<file path="src/rtl/smsab_pkg.sv">
// ----------------------------------------------------------------------------
// smsab_pkg
// shared constants and types for the signed shift-add / booth multiplier
// ----------------------------------------------------------------------------
package smsab_pkg;

  // default operand and product widths
  localparam int DEF_OPERAND_BITS = 8;
  localparam int DEF_PRODUCT_BITS = 15;

  // product format selector
  localparam logic KIND_SIGN_MAG = 1'b0;
  localparam logic KIND_BOOTH    = 1'b1;

  // control bits that ride along with every beat in the cell chain
  typedef struct packed {
    logic valid;
    logic kind;
    logic neg;
    logic oor;
  } stage_ctl_t;

endpackage

</file>
<file path="src/rtl/smsab_req_if.sv">
// ----------------------------------------------------------------------------
// smsab_req_if
// operand channel: kind selector and two signed operands
// ----------------------------------------------------------------------------
interface smsab_req_if #(
  parameter int OPERAND_BITS = smsab_pkg::DEF_OPERAND_BITS
);
  logic                           valid;
  logic                           ready;
  logic                           kind;
  logic signed [OPERAND_BITS-1:0] multiplicand;
  logic signed [OPERAND_BITS-1:0] multiplier;

  modport source (output valid, output kind, output multiplicand, output multiplier,
                  input ready);
  modport sink   (input valid, input kind, input multiplicand, input multiplier,
                  output ready);
endinterface

</file>
<file path="src/rtl/smsab_rsp_if.sv">
// ----------------------------------------------------------------------------
// smsab_rsp_if
// result channel: product word and out-of-range flag
// ----------------------------------------------------------------------------
interface smsab_rsp_if #(
  parameter int PRODUCT_BITS = smsab_pkg::DEF_PRODUCT_BITS
);
  logic                    valid;
  logic                    ready;
  logic [PRODUCT_BITS-1:0] product_word;
  logic                    out_of_range;

  modport source (output valid, output product_word, output out_of_range, input ready);
  modport sink   (input valid, input product_word, input out_of_range, output ready);
endinterface

</file>
<file path="src/rtl/signed_multiplier_shift_add_and_booth_unit.sv">
// ----------------------------------------------------------------------------
// signed_multiplier_shift_add_and_booth_unit
// signed multiplier with sign-magnitude and two's complement product formats
// ----------------------------------------------------------------------------
// Takes one operand beat per cycle and returns one product beat per operand
// beat, in order. The pipe is an input stage, a chain of OPERAND_BITS cells
// that each handle one multiplier bit with a single PRODUCT_BITS-wide
// add/subtract, and an output register. A stall on the result side freezes
// the whole chain; otherwise a new beat enters every cycle. Kind 0 gives the
// sign in the top bit over the magnitude product; kind 1 gives the radix-2
// booth two's complement product. An operand equal to the most negative code
// sets out_of_range and forces a zero product word.
module signed_multiplier_shift_add_and_booth_unit #(
  parameter int OPERAND_BITS = smsab_pkg::DEF_OPERAND_BITS,
  parameter int PRODUCT_BITS = smsab_pkg::DEF_PRODUCT_BITS
) (
  input logic         clk,
  input logic         rst,
  smsab_req_if.sink   req,
  smsab_rsp_if.source rsp
);
  import smsab_pkg::*;

  stage_ctl_t              ctl_chain  [0:OPERAND_BITS];
  logic [PRODUCT_BITS-1:0] base_chain [0:OPERAND_BITS];
  logic [OPERAND_BITS-1:0] mult_chain [0:OPERAND_BITS];
  logic [PRODUCT_BITS-1:0] acc_chain  [0:OPERAND_BITS];
  logic                    adv;
  stage_ctl_t              last_ctl;
  logic [PRODUCT_BITS-1:0] last_acc;
  logic [PRODUCT_BITS-1:0] word_next;

  // whole pipe moves unless a finished beat is held at the output
  assign adv       = !rsp.valid || rsp.ready;
  assign req.ready = adv;

  // input stage
  smsab_prep #(
    .OPERAND_BITS (OPERAND_BITS),
    .PRODUCT_BITS (PRODUCT_BITS)
  ) u_prep (
    .clk      (clk),
    .rst      (rst),
    .adv      (adv),
    .in_valid (req.valid),
    .in_kind  (req.kind),
    .in_a     (req.multiplicand),
    .in_b     (req.multiplier),
    .ctl      (ctl_chain[0]),
    .base     (base_chain[0]),
    .mult     (mult_chain[0])
  );

  assign acc_chain[0] = '0;

  // one cell per multiplier bit
  for (genvar i = 0; i < OPERAND_BITS; i++) begin : g_cell
    smsab_cell #(
      .OPERAND_BITS (OPERAND_BITS),
      .PRODUCT_BITS (PRODUCT_BITS),
      .BIT_POS      (i)
    ) u_cell (
      .clk      (clk),
      .rst      (rst),
      .adv      (adv),
      .ctl_in   (ctl_chain[i]),
      .base_in  (base_chain[i]),
      .mult_in  (mult_chain[i]),
      .acc_in   (acc_chain[i]),
      .ctl_out  (ctl_chain[i+1]),
      .base_out (base_chain[i+1]),
      .mult_out (mult_chain[i+1]),
      .acc_out  (acc_chain[i+1])
    );
  end

  // product word formatting
  assign last_ctl = ctl_chain[OPERAND_BITS];
  assign last_acc = acc_chain[OPERAND_BITS];

  always_comb begin
    if (last_ctl.oor) begin
      word_next = '0;
    end else if (last_ctl.kind == KIND_BOOTH) begin
      word_next = last_acc;
    end else begin
      word_next = {last_ctl.neg, last_acc[PRODUCT_BITS-2:0]};
    end
  end

  // output register
  always_ff @(posedge clk) begin
    if (rst) begin
      rsp.valid <= 1'b0;
    end else if (adv) begin
      rsp.valid <= last_ctl.valid;
    end
  end

  always_ff @(posedge clk) begin
    if (adv) begin
      rsp.product_word <= word_next;
      rsp.out_of_range <= last_ctl.oor;
    end
  end

endmodule

</file>
<file path="src/rtl/smsab_prep.sv">
// ----------------------------------------------------------------------------
// smsab_prep
// input stage: operand magnitudes, addend base, sign and range flags
// ----------------------------------------------------------------------------
module smsab_prep #(
  parameter int OPERAND_BITS = smsab_pkg::DEF_OPERAND_BITS,
  parameter int PRODUCT_BITS = smsab_pkg::DEF_PRODUCT_BITS
) (
  input  logic                    clk,
  input  logic                    rst,
  input  logic                    adv,
  input  logic                    in_valid,
  input  logic                    in_kind,
  input  logic [OPERAND_BITS-1:0] in_a,
  input  logic [OPERAND_BITS-1:0] in_b,
  output smsab_pkg::stage_ctl_t   ctl,
  output logic [PRODUCT_BITS-1:0] base,
  output logic [OPERAND_BITS-1:0] mult
);
  import smsab_pkg::*;

  localparam int EXT = (OPERAND_BITS > PRODUCT_BITS) ? OPERAND_BITS : PRODUCT_BITS;

  logic [OPERAND_BITS-1:0] mag_a;
  logic [OPERAND_BITS-1:0] mag_b;
  logic [EXT-1:0]          a_sext;
  logic [EXT-1:0]          a_zext;
  logic                    sign_a;
  logic                    sign_b;
  logic                    min_a;
  logic                    min_b;
  stage_ctl_t              ctl_next;
  logic [PRODUCT_BITS-1:0] base_next;
  logic [OPERAND_BITS-1:0] mult_next;

  // magnitudes and extensions
  always_comb begin
    sign_a = in_a[OPERAND_BITS-1];
    sign_b = in_b[OPERAND_BITS-1];
    mag_a  = sign_a ? (~in_a + 1'b1) : in_a;
    mag_b  = sign_b ? (~in_b + 1'b1) : in_b;
    a_sext = EXT'(signed'(in_a));
    a_zext = EXT'(mag_a);
    min_a  = sign_a && (in_a[OPERAND_BITS-2:0] == '0);
    min_b  = sign_b && (in_b[OPERAND_BITS-2:0] == '0);
  end

  // per-kind addend base and scanned multiplier
  always_comb begin
    ctl_next.valid = in_valid;
    ctl_next.kind  = in_kind;
    ctl_next.oor   = min_a || min_b;
    ctl_next.neg   = (mag_a != '0) && (mag_b != '0) && (sign_a ^ sign_b);
    if (in_kind == KIND_BOOTH) begin
      base_next = a_sext[PRODUCT_BITS-1:0];
      mult_next = in_b;
    end else begin
      base_next = a_zext[PRODUCT_BITS-1:0];
      mult_next = mag_b;
    end
  end

  // stage register
  always_ff @(posedge clk) begin
    if (rst) begin
      ctl.valid <= 1'b0;
    end else if (adv) begin
      ctl.valid <= ctl_next.valid;
    end
    if (adv) begin
      ctl.kind <= ctl_next.kind;
      ctl.neg  <= ctl_next.neg;
      ctl.oor  <= ctl_next.oor;
      base     <= base_next;
      mult     <= mult_next;
    end
  end

endmodule

</file>
<file path="src/rtl/smsab_cell.sv">
// ----------------------------------------------------------------------------
// smsab_cell
// one multiplier bit: adds, subtracts or skips the shifted base
// ----------------------------------------------------------------------------
module smsab_cell #(
  parameter int OPERAND_BITS = smsab_pkg::DEF_OPERAND_BITS,
  parameter int PRODUCT_BITS = smsab_pkg::DEF_PRODUCT_BITS,
  parameter int BIT_POS      = 0
) (
  input  logic                    clk,
  input  logic                    rst,
  input  logic                    adv,
  input  smsab_pkg::stage_ctl_t   ctl_in,
  input  logic [PRODUCT_BITS-1:0] base_in,
  input  logic [OPERAND_BITS-1:0] mult_in,
  input  logic [PRODUCT_BITS-1:0] acc_in,
  output smsab_pkg::stage_ctl_t   ctl_out,
  output logic [PRODUCT_BITS-1:0] base_out,
  output logic [OPERAND_BITS-1:0] mult_out,
  output logic [PRODUCT_BITS-1:0] acc_out
);
  import smsab_pkg::*;

  logic [OPERAND_BITS:0]   mult_pad;
  logic                    cur_bit;
  logic                    prev_bit;
  logic [PRODUCT_BITS-1:0] term;
  logic [PRODUCT_BITS-1:0] acc_next;

  // scan bit and its lower neighbor (zero below bit 0)
  assign mult_pad = {mult_in, 1'b0};
  assign cur_bit  = mult_pad[BIT_POS+1];
  assign prev_bit = mult_pad[BIT_POS];
  assign term     = base_in << BIT_POS;

  // shift-add adds on a one; booth subtracts at the start of a run of ones and adds after its end
  always_comb begin
    acc_next = acc_in;
    if (ctl_in.kind == KIND_BOOTH) begin
      if (cur_bit && !prev_bit) begin
        acc_next = acc_in - term;
      end else if (!cur_bit && prev_bit) begin
        acc_next = acc_in + term;
      end
    end else if (cur_bit) begin
      acc_next = acc_in + term;
    end
  end

  // hand the beat to the next cell
  always_ff @(posedge clk) begin
    if (rst) begin
      ctl_out.valid <= 1'b0;
    end else if (adv) begin
      ctl_out.valid <= ctl_in.valid;
    end
    if (adv) begin
      ctl_out.kind <= ctl_in.kind;
      ctl_out.neg  <= ctl_in.neg;
      ctl_out.oor  <= ctl_in.oor;
      base_out     <= base_in;
      mult_out     <= mult_in;
      acc_out      <= acc_next;
    end
  end

endmodule
</file>
<file path="src/flat_wrapper.sv">
// flat-port wrapper written by rule: the top's interface ports become plain ports
module signed_multiplier_shift_add_and_booth_unit_flat import smsab_pkg::*;
#(
  parameter int OPERAND_BITS = smsab_pkg::DEF_OPERAND_BITS,
  parameter int PRODUCT_BITS = smsab_pkg::DEF_PRODUCT_BITS
)
  (clk, rst, req_valid, req_kind, req_multiplicand, req_multiplier, req_ready, rsp_valid, rsp_product_word, rsp_out_of_range, rsp_ready);
  smsab_req_if #(.OPERAND_BITS(OPERAND_BITS)) req_i ();
  smsab_rsp_if #(.PRODUCT_BITS(PRODUCT_BITS)) rsp_i ();
  input logic clk;
  input logic rst;
  input wire logic [$bits(req_i.valid)-1:0] req_valid;
  input wire logic [$bits(req_i.kind)-1:0] req_kind;
  input wire logic [$bits(req_i.multiplicand)-1:0] req_multiplicand;
  input wire logic [$bits(req_i.multiplier)-1:0] req_multiplier;
  output wire logic [$bits(req_i.ready)-1:0] req_ready;
  output wire logic [$bits(rsp_i.valid)-1:0] rsp_valid;
  output wire logic [$bits(rsp_i.product_word)-1:0] rsp_product_word;
  output wire logic [$bits(rsp_i.out_of_range)-1:0] rsp_out_of_range;
  input wire logic [$bits(rsp_i.ready)-1:0] rsp_ready;
  assign req_i.valid = req_valid;
  assign req_i.kind = req_kind;
  assign req_i.multiplicand = req_multiplicand;
  assign req_i.multiplier = req_multiplier;
  assign req_ready = req_i.ready;
  assign rsp_valid = rsp_i.valid;
  assign rsp_product_word = rsp_i.product_word;
  assign rsp_out_of_range = rsp_i.out_of_range;
  assign rsp_i.ready = rsp_ready;
  signed_multiplier_shift_add_and_booth_unit #(.OPERAND_BITS(OPERAND_BITS), .PRODUCT_BITS(PRODUCT_BITS)) u_core (.clk(clk), .rst(rst), .req(req_i), .rsp(rsp_i));
endmodule
</file>
<file path="config.mk">
export PLATFORM = sky130hd
export DESIGN_NAME = signed_multiplier_shift_add_and_booth_unit_flat
export DESIGN_NICKNAME = d
export VERILOG_FILES = /design/src/rtl/smsab_pkg.sv /design/src/rtl/smsab_req_if.sv /design/src/rtl/smsab_rsp_if.sv /design/src/rtl/signed_multiplier_shift_add_and_booth_unit.sv /design/src/rtl/smsab_prep.sv /design/src/rtl/smsab_cell.sv /design/src/flat_wrapper.sv
export SDC_FILE = /design/constraint.sdc
export NUM_CORES = 1
export LEC_CHECK = 0
export ABC_AREA = 1
export BUFFER_PORTS_ARGS = -buffer_cell sky130_fd_sc_hd__buf_4
export CELL_PAD_IN_SITES_DETAIL_PLACEMENT = 1
export CELL_PAD_IN_SITES_GLOBAL_PLACEMENT = 2
export CORE_MARGIN = 8
export CORE_UTILIZATION = 42
export DETAILED_ROUTE_END_ITERATION = 8
export PLACE_DENSITY = 0.86
export REMOVE_ABC_BUFFERS = 1
export SYNTH_ARGS = -nofsm -noshare
export SYNTH_HDL_FRONTEND = slang
export SYNTH_SLANG_ARGS = --single-unit
</file>
<file path="constraint.sdc">
create_clock -name clk -period 28.1 [get_ports clk]
set_clock_uncertainty 0.2 [all_clocks]
set_input_delay 8.43 -clock clk [delete_from_list [all_inputs] [get_ports clk]]
set_output_delay 8.43 -clock clk [all_outputs]
set_load 0.01 [all_outputs]
</file>
==> After elaboration in Yosys (flattened, before gate mapping) <==
Cells that the tools add are included.
{ "totals": {"register_bits": 308, "inputBits": 21, "out_inout_bits": 18, "word_cells": 159} }
{ "classes": {"add_sub_neg": 17, "muxes": 36, "bitwise_logic": 3, "reduce_logical": 39} }
{ "ops": {"columns": ["operator", "count"], "rows": [
  ["two-way mux 15 bit", 32],
  ["adder 15 bit", 7],
  ["subtractor 15 bit", 7],
  ["two-way mux 8 bit", 4],
  ["logical AND 1 bit", 18],
  ["adder 8 x 1 -> 8 bit (second input constant)", 2],
  ["inverter 8 bit", 2],
  ["nonzero test 8 bit", 2],
  ["logical NOT 1 bit", 15],
  ["logical NOT 7 bit", 2],
  ["subtractor 1 x 9 -> 10 bit (first input constant)", 1],
  ["logical OR 1 bit", 2],
  ["XOR 1 bit", 1]
]} }

==> Longest topological paths before layout <==
Gate-level depths: netlist of the first run.
{ "logic_depth": {"ltp_word": 6, "mapped_depth": 16, "depth_no_buf": 15} }

==> Cells and area by module <==
From an unflattened synthesis of the first run, not the netlist that was laid out.
{ "hier_totals": {"hier_cells": 3119, "hier_area_um2": 25253.0} }
{ "by_module_without_submodules": {"columns": ["module", "instances", "cells_each", "area_each_um2", "seq_area_each_um2"], "rows": [
  ["smsab_cell (u_core.g_cell[1].u_cell)", 1, 457, 3414.5, 1251.2],
  ["smsab_cell (u_core.g_cell[0].u_cell)", 1, 454, 3316.9, 1251.2],
  ["smsab_cell (u_core.g_cell[2].u_cell)", 1, 450, 3286.9, 1251.2],
  ["smsab_cell (u_core.g_cell[3].u_cell)", 1, 393, 3080.5, 1251.2],
  ["smsab_cell (u_core.g_cell[4].u_cell)", 1, 344, 2837.7, 1251.2],
  ["smsab_cell (u_core.g_cell[5].u_cell)", 1, 296, 2581.2, 1251.2],
  ["smsab_cell (u_core.g_cell[6].u_cell)", 1, 270, 2457.4, 1251.2],
  ["smsab_cell (u_core.g_cell[7].u_cell)", 1, 241, 2296.0, 1251.2],
  ["smsab_prep", 1, 159, 1328.8, 620.6],
  ["signed_multiplier_shift_add_and_booth_unit", 1, 55, 653.1, 500.5]
]} }

==> Least setup slack after synthesis of the first run <==
OpenSTA, ideal clock, no wires.
{ "synth_timing": {"kind": "in2out", "start": "input port rsp_ready", "end": "output port req_ready", "arrival_time_ps": 13646, "slack_ps": 5824, "path_stages": 2, "path_buffers": 0, "path_cell_list": "nor2_1 > clkinv_1"} }
{ "synth_via": {"elab_chain_cells": 1} }
{ "synth_lines": {"columns": ["element", "line_no", "rtl"], "rows": [
  ["from (decl)", "flat_wrapper.sv:20", "input wire logic [$bits(rsp_i.ready)-1:0] rsp_ready;"],
  ["logical OR 1 bit", "signed_multiplier_shift_add_and_booth_unit.sv:34", "assign adv = !rsp.valid || rsp.ready;"],
  ["to (decl)", "flat_wrapper.sv:16", "output wire logic [$bits(req_i.ready)-1:0] req_ready;"]
]} }
No other way between the ends.

==> Worst setup path in the final report of the first run <==
Same ends and word-level chain as after synthesis.

==> results of run 1 <==
==> cell usage in the layout (no fill, tap or decap), types with 35 or more instances in the layout <==
cell type | synthesis | layout
a21oi_1 | 140 | 140
buf_4 | 16 | 43
clkbuf_16 | 0 | 35
edfxtp_1 | 272 | 272
ha_1 | 136 | 136
inv_1 | 364 | 364
nand2_1 | 662 | 662
nand3_1 | 209 | 209
nor2_1 | 171 | 171
o21ai_0 | 142 | 142
xor2_1 | 49 | 49
==> worst max-delay path, delay by kind of cell <==
kind / cells / cell delay, ps
buffers and inverters: 3 / 870
AND/OR/NAND/NOR: 1 / 730
==> how the worst min path moves through the flow <==
stage                                                 start                                            to  slack [ps]  depth (start not counted)
2_1_floorplan                u_core.u_prep.ctl[0]$_DFFE_PP_  u_core.g_cell[0].u_cell.ctl_out[0]$_DFFE_PP_         200                          0
3_3_place_gp   u_core.g_cell[3].u_cell.ctl_out[1]$_DFFE_PP_  u_core.g_cell[4].u_cell.ctl_out[1]$_DFFE_PP_         200                          0
3_5_place_dp   u_core.g_cell[6].u_cell.acc_out[2]$_DFFE_PP_  u_core.g_cell[7].u_cell.acc_out[2]$_DFFE_PP_         210                          0
4_1_cts        u_core.g_cell[6].u_cell.acc_out[2]$_DFFE_PP_  u_core.g_cell[7].u_cell.acc_out[2]$_DFFE_PP_         200                          0
5_1_grt        u_core.g_cell[6].u_cell.acc_out[2]$_DFFE_PP_  u_core.g_cell[7].u_cell.acc_out[2]$_DFFE_PP_         200                          0
6_report       u_core.g_cell[6].u_cell.acc_out[2]$_DFFE_PP_  u_core.g_cell[7].u_cell.acc_out[2]$_DFFE_PP_         200                          0
==> layer usage <==
metal / GRT usage (%) / routed length [um]
met1: 24.5 / 23800
met2: 35.2 / 26800
met3: 2.35 / 1320
met4: 5.94 / 1240
met5: 0 / 0
==> area by class of cell <==
type / count / area share (%)
clock buffer: 37 / 4.19
clock inverter: 20 / 0.624
inverter: 388 / 6.96
multi-input combinational: 1678 / 43.3
sequential: 282 / 39.7
tap: 600 / 3.56
timing repair buffer: 44 / 1.63
==> flip-flops by register name, indices dropped and copies added (netlist names), 4 cells and up <==
| register | cells |
|---|---|
| u_core.g_cell.u_cell.acc_out | 115 |
| u_core.g_cell.u_cell.base_out | 62 |
| u_core.g_cell.u_cell.ctl_out | 32 |
| u_core.g_cell.u_cell.mult_out | 35 |
| u_core.rsp.product_word | 15 |
| u_core.u_prep.base | 9 |
| u_core.u_prep.ctl | 4 |
| u_core.u_prep.mult | 8 |
==> stage by stage <==
step | util (%) | total power, mW | hold WS [ps]
2_1_floorplan | - | 1.15 | 200
3_3_place_gp | 44.2 | 1.35 | 200
3_5_place_dp | 44.2 | 1.38 | 206
4_1_cts | 46.4 | 1.80 | 198
5_1_grt | 46.4 | 1.92 | 203
6_report | 46.4 | 1.78 | 205
==> logic make-up (layout without fill, tap and decap cells) <==
| family | after synthesis | count (layout) |
|---|---|---|
| flip-flops | 282 | 282 |
| buffers and inverters | 447 | 489 |
| XOR/XNOR | 54 | 54 |
| AND/OR/NAND/NOR | 1104 | 1104 |
| AO/OA/AOI/OAI | 369 | 369 |
| multiplexers | 1 | 1 |
| adder cells (fa/ha/maj) | 150 | 150 |
==> power by group through the flow <==
stage	sequential [mW]	clock, mW	combinational [mW]
after floorplan	0.615	0	0.539
after detailed placement	0.642	0	0.734
after CTS	0.634	0.426	0.742
after global placement	0.636	0	0.709
after global routing	0.642	0.439	0.841
final	0.632	0.411	0.740
==> impl.org, run 1 <==
** Layout
- After filler insertion, the fill cell instance count of the layout stands at 5,548.
- The multi-input combinational cells in the finished layout cover a total of 0.00912 mm^2.
- Total non-filler cell area in the finished layout :: 0.0211 mm^2
- 0 antenna diodes ended up in the layout.
- Filler-free cell count of the finished design :: 3,049
- Relative to the synthesized area, the layout overhead comes to 9.21%.
- Cells with a size suffix above 1 make up 6.12% of the layout.
- Fin nets :: 2,599
- Summing all flip-flop and latch instances after layout gives 0.00837 mm^2.

** Power and ir drop
- Switching part of the total :: 41.0%
- In this run, the clock network consumes 23.1% of the power.
- Combinational Power Share :: 41.5%
- In this run the power density over the cells is 84.6 mW/mm^2.
- Net Switching :: 731 uW
- In this run the static leakage power is 10.2 nW.
- The internal power of the cells totals 1.05 mW.
- Peak supply drop :: 0.0000477 V
- The share of total power dissipated in sequential elements is 35.4%.

** Place
- During placement, the flow inserted port buffers numbering 38.
- Summed over all nets, the half-perimeter wirelength after detailed placement is 41,000 um.
- Last weighted congestion value of the routability-driven placer :: 0.882
- In this run the cell area measured after placement is 0.0200 mm^2.
- Placement-stage worst setup slack :: 9380 ps
- After detailed placement, the design holds a cell count of 2,992.

** Worst setup path
- In this design, the critical path's most frequently occurring cell is buf_4.
- Among all stages on the critical path, the largest delay is contributed by nor2_1.
- For the worst setup path, the data required time is 19,470 ps.
- By startpoint and endpoint, the worst setup path is classified as input port to output pin.
- Delay of the slowest cell on the worst path :: 730 ps
- Following the worst setup path forward leads to its endpoint at req_ready.
- CP Launch Type :: input port
- CP Capture Type :: output pin
- Terminus of the critical flop-to-flop path :: u_core.g_cell[1].u_cell.acc_out[14]$_DFFE_PP_
- In this run the critical register-to-register path is launched from u_core.rsp.valid$_SDFFE_PP0P_.
- Worst reg2reg setup slack :: 25,310 ps
- The worst register-to-register path has a depth of 4.
- The signal on the critical path passes through buf_4, nor2_1, inv_8, buf_4.
- Crit path from :: rsp_ready
- STA puts the critical path data arrival time at 10,080 ps.
- Maximum fanout count along the critical path :: 103

** Clock network
- Counting along the longest clock path gives a buffer depth of 3.
- TritonCTS Buffers :: 34
- Gates resized during post-CTS repair numbered 0.
- Clock input transition at the sequential cells of the worst setup and hold paths :: 60 ps
- TritonCTS built the clock tree.
- Root Buffer :: clkbuf_16
- For this design, the CTS-stage hold fixing added 0 buffers.
- In this run the number of H-tree levels came out at 2.
- Clock latency on the worst-skew pair, taken at its later pin, is 540 ps.
- Post-CTS Setup Repair Bufs :: 0
- Clock tree synthesis found a total of 282 sinks.

** Logic synthesis
- Largest family of logic cells by synthesized area :: simple AND/OR/NAND/NOR gates
- Yosys mapped a number of flops with a built-in enable equal to 272.
- Of the total synthesized cell area, the portion taken by full adders, half adders and majority gates is 10.3%.
- The share of the Yosys chip area taken by registers is 43.4%.
- Number of instances in the synthesized netlist :: 2,407
- Summed over all instances, the cell type with the most area after synthesis is edfxtp_1.
- The netlist uses 47 different library cells.
- Yosys printed 0 warnings.
- In this run the biggest area consumer among cell types represents 42.3% of the synthesized area.
- Ranked by total cell area, the synthesized netlist is headed by edfxtp_1, nand2_1, ha_1.
- Yosys instantiated no cell more often than nand2_1.
- For this run, the leading register cell type out of synthesis is edfxtp_1.
- The synthesized netlist devotes 10.7% of its cell area to compound gates.
- A synthesized cell averages 8.01 um^2.
- Xor/xnor cell area share of the yosys netlist :: 2.45%
- The synthesized design contains 282 register bits.
- The portion of synthesized area spent on multiplexers is 0.0519%.
- The synthesized netlist occupies a cell area of 0.0193 mm^2.
- Post-synth top cells :: nand2_1, inv_1, edfxtp_1
- Simple-gate area share of the yosys netlist :: 23.8%
- In the synthesized netlist the async set-or-reset flop fraction comes to 0%.

** Floorplanning
- The region available for standard cell placement spans 0.0454 mm^2.
- For this configuration, the core starts out at a cell density of 42.5%.
- Number of rows in the core area :: 78
- Die width :: 230 um
- The die covers 0.0530 mm^2.
- Die boundary height :: 230 um
- For this design the top-level I/O count stands at 39.

** GRT
- First-pass GRT wire length :: 85,800 um
- Global routing consumed, over all layers together, 19.7% of the routing resources.
- The number of global-route vias before repair is 16,600.
- Initial antenna violation count :: 0
- Maximum number of pins on one net before global-route repair :: 181
- Total overflow reported by the global router :: 0

** Timing
- The worst path in the final design needs a cycle of 18,710 ps, including I/O delays and setup.
- Of the available clock period, the critical path in the final layout requires 66.6%.
- Final slew viol count :: 0
- Setup violations remaining at the end of the flow were counted as 0.
- Final count of hold timing violations :: 0
- In the final timing run, aggregate negative setup slack is 0 ps.
- Highest clock rate :: 53.4 MHz
- Setup repair after global routing left no endpoint under its margin.
- Setup slack on the critical path of the routed design comes to 9390 ps.
- Transition at the pin with the smallest max-transition slack :: 960 ps
- Max_slew headroom :: 35.8%

** Detailed routing
- DRT antenna net count :: 0
- Post-detailed-routing wire length :: 53,200 um
- Drc violations :: 0
- Before antenna repair, the detailed router went through 4 iterations.
- After detailed routing, the average wire length per cell comes to 17.4 um.
- The final route contains 15,900 vias.
- Average vias per placed instance :: 5.21
- Initial detailed-routing violation count :: 812

** Flow run
- MaxCap Viol Count :: 0

** Hold path
- The path class of the tightest hold or removal check is flip-flop to flip-flop.

** Status
- Run status :: finished clean
Note: power is estimated with default switching activity, not from simulation.
==> inputs of run 2 (changes only) <==
--- a/config.mk
+++ b/config.mk
@@ -5,14 +5,14 @@
 export SDC_FILE = /design/constraint.sdc
 export NUM_CORES = 1
 export LEC_CHECK = 0
-export ABC_AREA = 1
+export ABC_AREA = 0
 export BUFFER_PORTS_ARGS = -buffer_cell sky130_fd_sc_hd__buf_4
 export CELL_PAD_IN_SITES_DETAIL_PLACEMENT = 1
 export CELL_PAD_IN_SITES_GLOBAL_PLACEMENT = 2
 export CORE_MARGIN = 8
-export CORE_UTILIZATION = 42
+export CORE_UTILIZATION = 38
 export DETAILED_ROUTE_END_ITERATION = 8
-export PLACE_DENSITY = 0.86
+export PLACE_DENSITY = 0.76
 export REMOVE_ABC_BUFFERS = 1
 export SYNTH_ARGS = -nofsm -noshare
 export SYNTH_HDL_FRONTEND = slang
==> constraint.sdc (replaced) <==
create_clock -name clk -period 17.15 [get_ports clk]
set_clock_uncertainty 0.2 [all_clocks]
set_input_delay 5.145 -clock clk [delete_from_list [all_inputs] [get_ports clk]]
set_output_delay 5.145 -clock clk [all_outputs]
set_load 0.01 [all_outputs]
==> run 2 against run 1 <==
Effect of this change:
- non-clock buffer count down 3
- clock-buffer cell count up 5
- critical path depth unchanged
- combinational power up 62%
- sequential cell count unchanged
- core utilization down 4.1 points
- sequential share of layout area up 1.9 points
- routed wire length down 14%
- sequential power up 72%
- total power up 69%
- critical path type unchanged
==> impl.org, run 2 <==
** Status
- Run status :: finished clean

** Hold path
- The startpoint identified for the worst hold timing path is u_core.g_cell[5].u_cell.mult_out[7]$_DFFE_PP_.
- The worst hold path belongs to the class flip-flop to flip-flop.

** Timing
- Final critical path time including I/O delays and setup :: 12,190 ps
- Transition at the pin with the smallest max-transition slack :: 998 ps
- Setup violations remaining at the end of the flow were counted as 0.
- The final number of hold-violating endpoints is 0.
- Highest clock rate :: 82.1 MHz
- Setup repair after global routing left no endpoint under its margin.
- Final slew viol count :: 0
- Setup total negative slack :: 0 ps
- Final cycle utilization of the critical path :: 71.1%
- Max_slew headroom :: 33.3%
- Final hold analysis gives a worst-case slack of 214 ps.

** Layout
- Relative to the synthesized area, the layout overhead comes to 10.6%.
- End-of-flow core utilization :: 42.3%
- Number of flip-flops in the largest register :: 115
- Leaving out fill and tap cells, the most frequent cells in the layout are edfxtp_1, nand2_1, inv_1.
- Fin nets :: 1,951
- The count of cells in the finished layout, fillers not included, comes to 2,420.
- Layout cell share with drive strength beyond 1 :: 6.54%
- Leaving out fill and tap cells, the most frequent cell in the layout is edfxtp_1.
- Diodes inserted :: 0
- In the final layout, the registers with the most flip-flops are u_core.g_cell.u_cell.acc_out x115, u_core.g_cell.u_cell.base_out x62, u_core.g_cell.u_cell.mult_out x35.
- Ranked by flip-flop count, first place goes to u_core.g_cell.u_cell.acc_out.
- Number of fill cells :: 5,285

** GRT
- Maximum number of pins on one net before global-route repair :: 175
- The number of global-route vias before repair was 14,000.
- The number of antenna violations at the first check in global routing came to 0.
- Total overflow reported by the global router :: 0
- Total routing resource utilization after global routing :: 16.9%
- The first global-routing pass estimated 74,700 um of wire.

** Worst setup path
- Delay of the slowest cell on the worst path :: 760 ps
- STA classifies the critical path startpoint as an input port.
- Required time at the endpoint of the critical path :: 11,800 ps
- The worst setup path is captured at an output pin.
- Along the worst path, the maximum fanout reaches 109.
- Most used cell along the critical path :: buf_4
- The critical path is of the input port to output pin type.
- Slowest-stage cell, CP :: nor2b_1
- Worst path buffer plus inverter count :: 3
- Cell class contributing the biggest share of worst-path delay :: buffers and inverters
- Crit path from :: rsp_ready
- The worst register-to-register path begins at u_core.g_cell[1].u_cell.base_out[8]$_DFFE_PP_.
- CP Data Arrival Time :: 6840 ps
- Walking the worst path, the cells encountered are buf_4, nor2b_1, inv_8, buf_4.

** Detailed routing
- The count of nets left with antenna violations once routing finished came out at 0.
- Post-detailed-routing wire length :: 45,700 um
- Dividing the detail-routed wire length by the instance count gives 18.9 um.
- Average vias per placed instance :: 5.46
- For this run, design rule violations remaining after detail routing come to 0.
- Initial detailed-routing violation count :: 652
- Total vias in the final route :: 13,200
- The first detailed-routing pass ran for 5 iterations.

** Power and ir drop
- The completed layout was analyzed and its total power is 3.01 mW.
- Peak supply drop :: 0.0000632 V
- Power spread over the standard cell area amounts to 150 mW/mm^2.
- Leak :: 7.99 nW

** Clock network
- After clock tree synthesis, the clock-pin slew on the worst setup and hold paths is 60 ps.
- The clock passes through at most 3 buffers.
- Number of sinks handled by clock tree synthesis :: 282
- In this run the post-CTS setup repair buffer count came out at 0.
- The clock reaches the later pin of the worst-skew pair after 540 ps.
- TritonCTS Buffers :: 34
- Root Buffer :: clkbuf_16
- CTS tree :: done
- For this design, the CTS-stage hold fixing added 0 buffers.
- The H-tree was split into 2 levels.
- Total of cells resized after clock tree synthesis :: 0

** Logic synthesis
- Most common flop cell mapped by yosys :: edfxtp_1
- Synthesis produced a netlist whose cell count is 1,770.
- In this run the biggest area consumer among cell types represents 45.0% of the synthesized area.
- For this run, the register share of the synthesized area comes to 46.1%.
- Number of storage elements in the synthesis netlist :: 282
- The synthesized netlist occupies a cell area of 0.0182 mm^2.
- Post-synth top cells :: edfxtp_1, nand2_1, inv_1
- By area the synthesized netlist is led by edfxtp_1, ha_1, xnor2_1.
- A synthesized cell averages 10.3 um^2.
- Synth Warn # :: 0
- Async set-reset flop share out of synthesis :: 0%
- Number of enable flip-flop cells after synthesis :: 272
- In the post-synthesis netlist, the cell with the most instances is edfxtp_1.
- Library cell occupying the most area in the post-synthesis netlist :: edfxtp_1
- Cell variety after synth :: 83

** Floorplanning
- Initial standard-cell utilization of the core :: 38.3%
- Top Ports :: 39
- Core footprint :: 0.0474 mm^2
- Area of the die :: 0.0550 mm^2
- Number of rows in the core area :: 80
- Die boundary height :: 235 um
- In this run the horizontal extent of the chip is 235 um.

** Place
- Counting tap cells, the placed design contains a total of 2,359 instances.
- The count of buffers added on input and output ports is 38.
- At the end of routability-driven placement, the weighted congestion stood at 0.814.
- The HPWL after detailed placement is 34,200 um.

** Flow run
- The tool flagged a number of max-cap violations equal to 0.
[run 2: cell count changes after synthesis, sizes merged, moves of 49 or more]
cell,before,now
nand3,211,21
a21oi,150,98
nand2,666,147
nor2,184,119
nand2b,0,49
nor2b,0,61
inv,385,142
xnor2,5,75
[run 2: cells by family after synthesis]
kind of cell / share of synthesized area (%)
adders and majority gates: 10.9
buffers and inverters: 4.49
and+or+nand+nor: 14.1
xor gates and xnor gates: 4.97
AOI/OAI and AO/OA: 18.1
muxes: 1.34
DFF: 46.1
[run 2: path summary, 6_finish.rpt]
path                            slack [ps]  cells past startpoint                                            end
worst max-delay path                  4960                      4                                      req_ready
worst min-delay path                   210                      0  u_core.g_cell[6].u_cell.mult_out[7]$_DFFE_PP_
worst max register to register       13590                      9  u_core.g_cell[2].u_cell.acc_out[12]$_DFFE_PP_
worst min register to register         210                      0  u_core.g_cell[6].u_cell.mult_out[7]$_DFFE_PP_
[run 2: metrics by stage]
| stage | worst slack (ps) | instance area (um^2) |
|---|---|---|
| finish | 4960 | 20100 |
| global route | 4820 | 20100 |
| CTS | 4950 | 20100 |
| detailed placement | 5000 | 19000 |
| global placement | 5010 | 19000 |
| floorplan | 964 | 17900 |
[run 2: worst reg2reg max path, delay by kind of cell (launching register included)]
kind / cells / cell delay [ps]
and+or+nand+nor: 3 / 910
xor gates and xnor gates: 1 / 160
DFF: 1 / 600
adders and majority gates: 1 / 510
buffers and inverters: 1 / 210
AOI/OAI and AO/OA: 3 / 710
[run 2: routing by layer]
metal,vias to the layer above,track usage [%],wire length [um]
met5,-,0,0
met4,0,6.29,1430
met3,86,2.02,888
met2,123,30.0,22800
met1,6508,20.9,20600
li1,6505,-,-
[run 2: area by class of cell]
cell class                 instances  area (um^2)  area share [%]
clock inverter                    19          199           0.991
tap                              615          769            3.83
multi-input combinational       1278         8970            44.7
inverter                         143          544            2.71
clock buffer                      42          911            4.54
timing repair buffer              41          320            1.59
sequential                       282         8370            41.7
[run 2: power breakdown]
| part | total, mW | internal [mW] | switching (mW) |
|---|---|---|---|
| Combinational | 1.20 | 0.522 | 0.677 |
| Sequential | 1.09 | 0.943 | 0.143 |
| Clock | 0.721 | 0.426 | 0.294 |
==> inputs of run 3 (changes only) <==
--- a/config.mk
+++ b/config.mk
@@ -10,9 +10,9 @@
 export CELL_PAD_IN_SITES_DETAIL_PLACEMENT = 1
 export CELL_PAD_IN_SITES_GLOBAL_PLACEMENT = 2
 export CORE_MARGIN = 8
-export CORE_UTILIZATION = 38
+export CORE_UTILIZATION = 43
 export DETAILED_ROUTE_END_ITERATION = 8
-export PLACE_DENSITY = 0.76
+export PLACE_DENSITY = 0.82
 export REMOVE_ABC_BUFFERS = 1
 export SYNTH_ARGS = -nofsm -noshare
 export SYNTH_HDL_FRONTEND = slang
==> constraint.sdc (replaced) <==
create_clock -name clk -period 12.2 [get_ports clk]
set_clock_uncertainty 0.2 [all_clocks]
set_input_delay 3.66 -clock clk [delete_from_list [all_inputs] [get_ports clk]]
set_output_delay 3.66 -clock clk [all_outputs]
set_load 0.01 [all_outputs]
==> run 3 against run 2 <==
Effect of this change:
- total power rose by 41%
- final area fell by 0.44%
- sequential share of layout area rose by 0.19 points
- worst hold slack improved by 5.0 ps
- cell count fell by 3.1%
- largest power group unchanged
==> impl.org, run 3 (synthesis gave the netlist of run 2 again) <==
** Worst setup path
- The largest single stage delay on the critical path is 820 ps.
- Maximum fanout count along the critical path :: 123
- Most used cell along the critical path :: buf_4
- Required time at the endpoint of the critical path :: 8340 ps
- Worst-path cell chain :: buf_4, nor2b_1, inv_8, buf_4
- Crit path from :: rsp_ready
- Critical path type :: input port to output pin
- At the worst endpoint, the arrival time is 5490 ps.
- In this run the critical register-to-register path is launched from u_core.g_cell[1].u_cell.base_out[8]$_DFFE_PP_.
- The worst setup path is captured at an output pin.
- For this design, the slowest cell found on the critical path is nor2b_1.
- CP Launch Type :: input port

** GRT
- Entering global routing, the biggest net connects 124 pins.
- Total overflow reported by the global router :: 0
- First-pass GRT wire length :: 75,200 um
- Via count of the first global-routing pass :: 14,200
- The number of antenna violations at the first check in global routing is 0.
- In the global route stage, overall resource usage came out at 18.5%.

** Layout
- Total non-filler cell area in the finished layout :: 0.0200 mm^2
- Number of fill cells :: 4,619
- Filler-free cell count of the finished design :: 2,346
- Fin nets :: 1,952
- The largest registers in the layout are u_core.g_cell.u_cell.acc_out x115, u_core.g_cell.u_cell.base_out x62, u_core.g_cell.u_cell.mult_out x35.
- Leading cell types in the layout, fill and taps excluded :: edfxtp_1, nand2_1, inv_1
- The register with the most flip-flops in the layout has 115 of them.
- Measured on the finished design, the core utilization comes to 47.8%.
- Relative to the synthesized area, the layout overhead comes to 10.1%.
- Register bank with the most flops :: u_core.g_cell.u_cell.acc_out
- Layout cell share with drive strength beyond 1 :: 6.47%
- Diodes inserted :: 0
- Most common library cell in the layout ignoring fill and taps :: edfxtp_1

** Timing
- Highest clock rate :: 107 MHz
- Of the available clock period, the critical path in the final layout requires 76.6%.
- Transition at the pin with the smallest max-transition slack :: 1110 ps
- Final critical path time including I/O delays and setup :: 9350 ps
- Final slew viol count :: 0
- Worst Slack Setup Final :: 2850 ps
- Setup violations remaining at the end of the flow were counted as 0.
- For the final routed database, the setup TNS stands at 0 ps.
- The tightest hold path in the finished design has a slack of 219 ps.
- The final number of hold-violating endpoints came to 0.
- In this run the tightest slew margin relative to its limit is 25.9%.
- Setup repair after global routing left no endpoint under its margin.

** Place
- Placed cell count :: 2,284
- Half-perimeter wire length after detailed placement :: 34,400 um
- Placed cell areas :: 0.0189 mm^2
- I/O Buffers :: 38
- Timing analysis after detailed placement gives a worst setup slack of 2900 ps.
- Last weighted congestion value of the routability-driven placer :: 0.843

** Clock network
- Post-CTS Setup Repair Bufs :: 0
- Counting the buffers created by CTS gives 34.
- Total of cells resized after clock tree synthesis :: 0
- At the later pin of the worst-skew pair, clock insertion delay measures 530 ps.
- Buffers inserted to repair hold after CTS numbered 0.
- Root Buffer :: clkbuf_16
- CTS tree :: done
- Clock input transition at the sequential cells of the worst setup and hold paths :: 60 ps
- CTS built an H-tree with a depth of 2.
- The longest clock path from root to sink contains 3 buffers.
- Number of sinks handled by clock tree synthesis :: 282

** Detailed routing
- The routed design has 46,000 um of wire.
- Number of optimization iterations in the first detailed-route pass :: 5
- Average vias per placed instance :: 5.71
- The detailed router placed 13,400 vias in this run.
- In this run, the number of DRC markers left after iteration 0 of detailed routing was 738.
- Drc violations :: 0
- Drt wl/cell :: 19.6 um
- In this run the remaining antenna-violating nets after routing total 0.

** Floorplanning
- The floorplan step set the die height to 221 um.
- After floorplanning, the core was sized to cover 0.0419 mm^2.
- For this design the top-level I/O count stands at 39.
- Die width :: 221 um
- In this run the core area contains 75 standard-cell rows.
- Once the floorplan was initialized, standard cells occupied 43.4% of the core.
- Area of the die :: 0.0491 mm^2

** Power and ir drop
- Cell area power density :: 212 mW/mm^2
- In this run the static leakage power is 7.98 nW.
- Peak supply drop :: 0.0000923 V
- Overall power consumption after layout is estimated at 4.24 mW.

** Hold path
- Min-Delay Path Class :: flip-flop to flip-flop
- Hold path startpoint :: u_core.g_cell[0].u_cell.ctl_out[0]$_DFFE_PP_

** Status
- Run status :: finished clean

** Flow run
- MaxCap Viol Count :: 0
run 3: changes by cell type in the layout (fill, tap and decap cells not counted), sizes merged:
cell / previous run / this run
buf: 41 / 42
clkinvlp: 1 / 3
clkinv: 12 / 8
inv: 146 / 145
bufinv: 3 / 4
clkbuf: 42 / 45
run 3: routing by layer:
| metal | track usage [%] | part of all wire (%) | vias to the layer above |
|---|---|---|---|
| met5 | 0 | 0 | - |
| met4 | 5.82 | 2.6 | 0 |
| met3 | 2.49 | 2.3 | 74 |
| met2 | 33.3 | 51 | 147 |
| met1 | 22.7 | 44 | 6681 |
| li1 | - | - | 6487 |
run 3: final timing paths:
path	end	depth (start not counted)	slack, ps
worst min register to register	u_core.g_cell[1].u_cell.ctl_out[0]$_DFFE_PP_	0	220
worst max-delay path	req_ready	4	2850
worst max register to register	u_core.g_cell[2].u_cell.acc_out[12]$_DFFE_PP_	9	8680
worst min-delay path	u_core.g_cell[1].u_cell.ctl_out[0]$_DFFE_PP_	0	220
run 3: final cells by class:
| class | instances | area [um^2] | share of cell area [%] |
|---|---|---|---|
| Multi-Input combinational cell | 1278 | 8970 | 44.9 |
| Sequential cell | 282 | 8370 | 41.8 |
| Clock buffer | 45 | 912 | 4.56 |
| Tap cell | 539 | 674 | 3.37 |
| Inverter | 143 | 544 | 2.72 |
| Timing Repair Buffer | 42 | 315 | 1.58 |
| Clock inverter | 17 | 209 | 1.04 |
run 3: power by group:
group / internal, mW / switching, mW / leakage [nW]
combinational: 0.735 / 0.954 / 4.40
sequential: 1.33 / 0.208 / 3.04
clock: 0.616 / 0.402 / 0.540
total: 2.68 / 1.56 / 7.98
run 3: worst max-delay path, delay by kind of cell:
family        cells  cell delay (ps)
buf+inv           3              930
simple gates      1              820
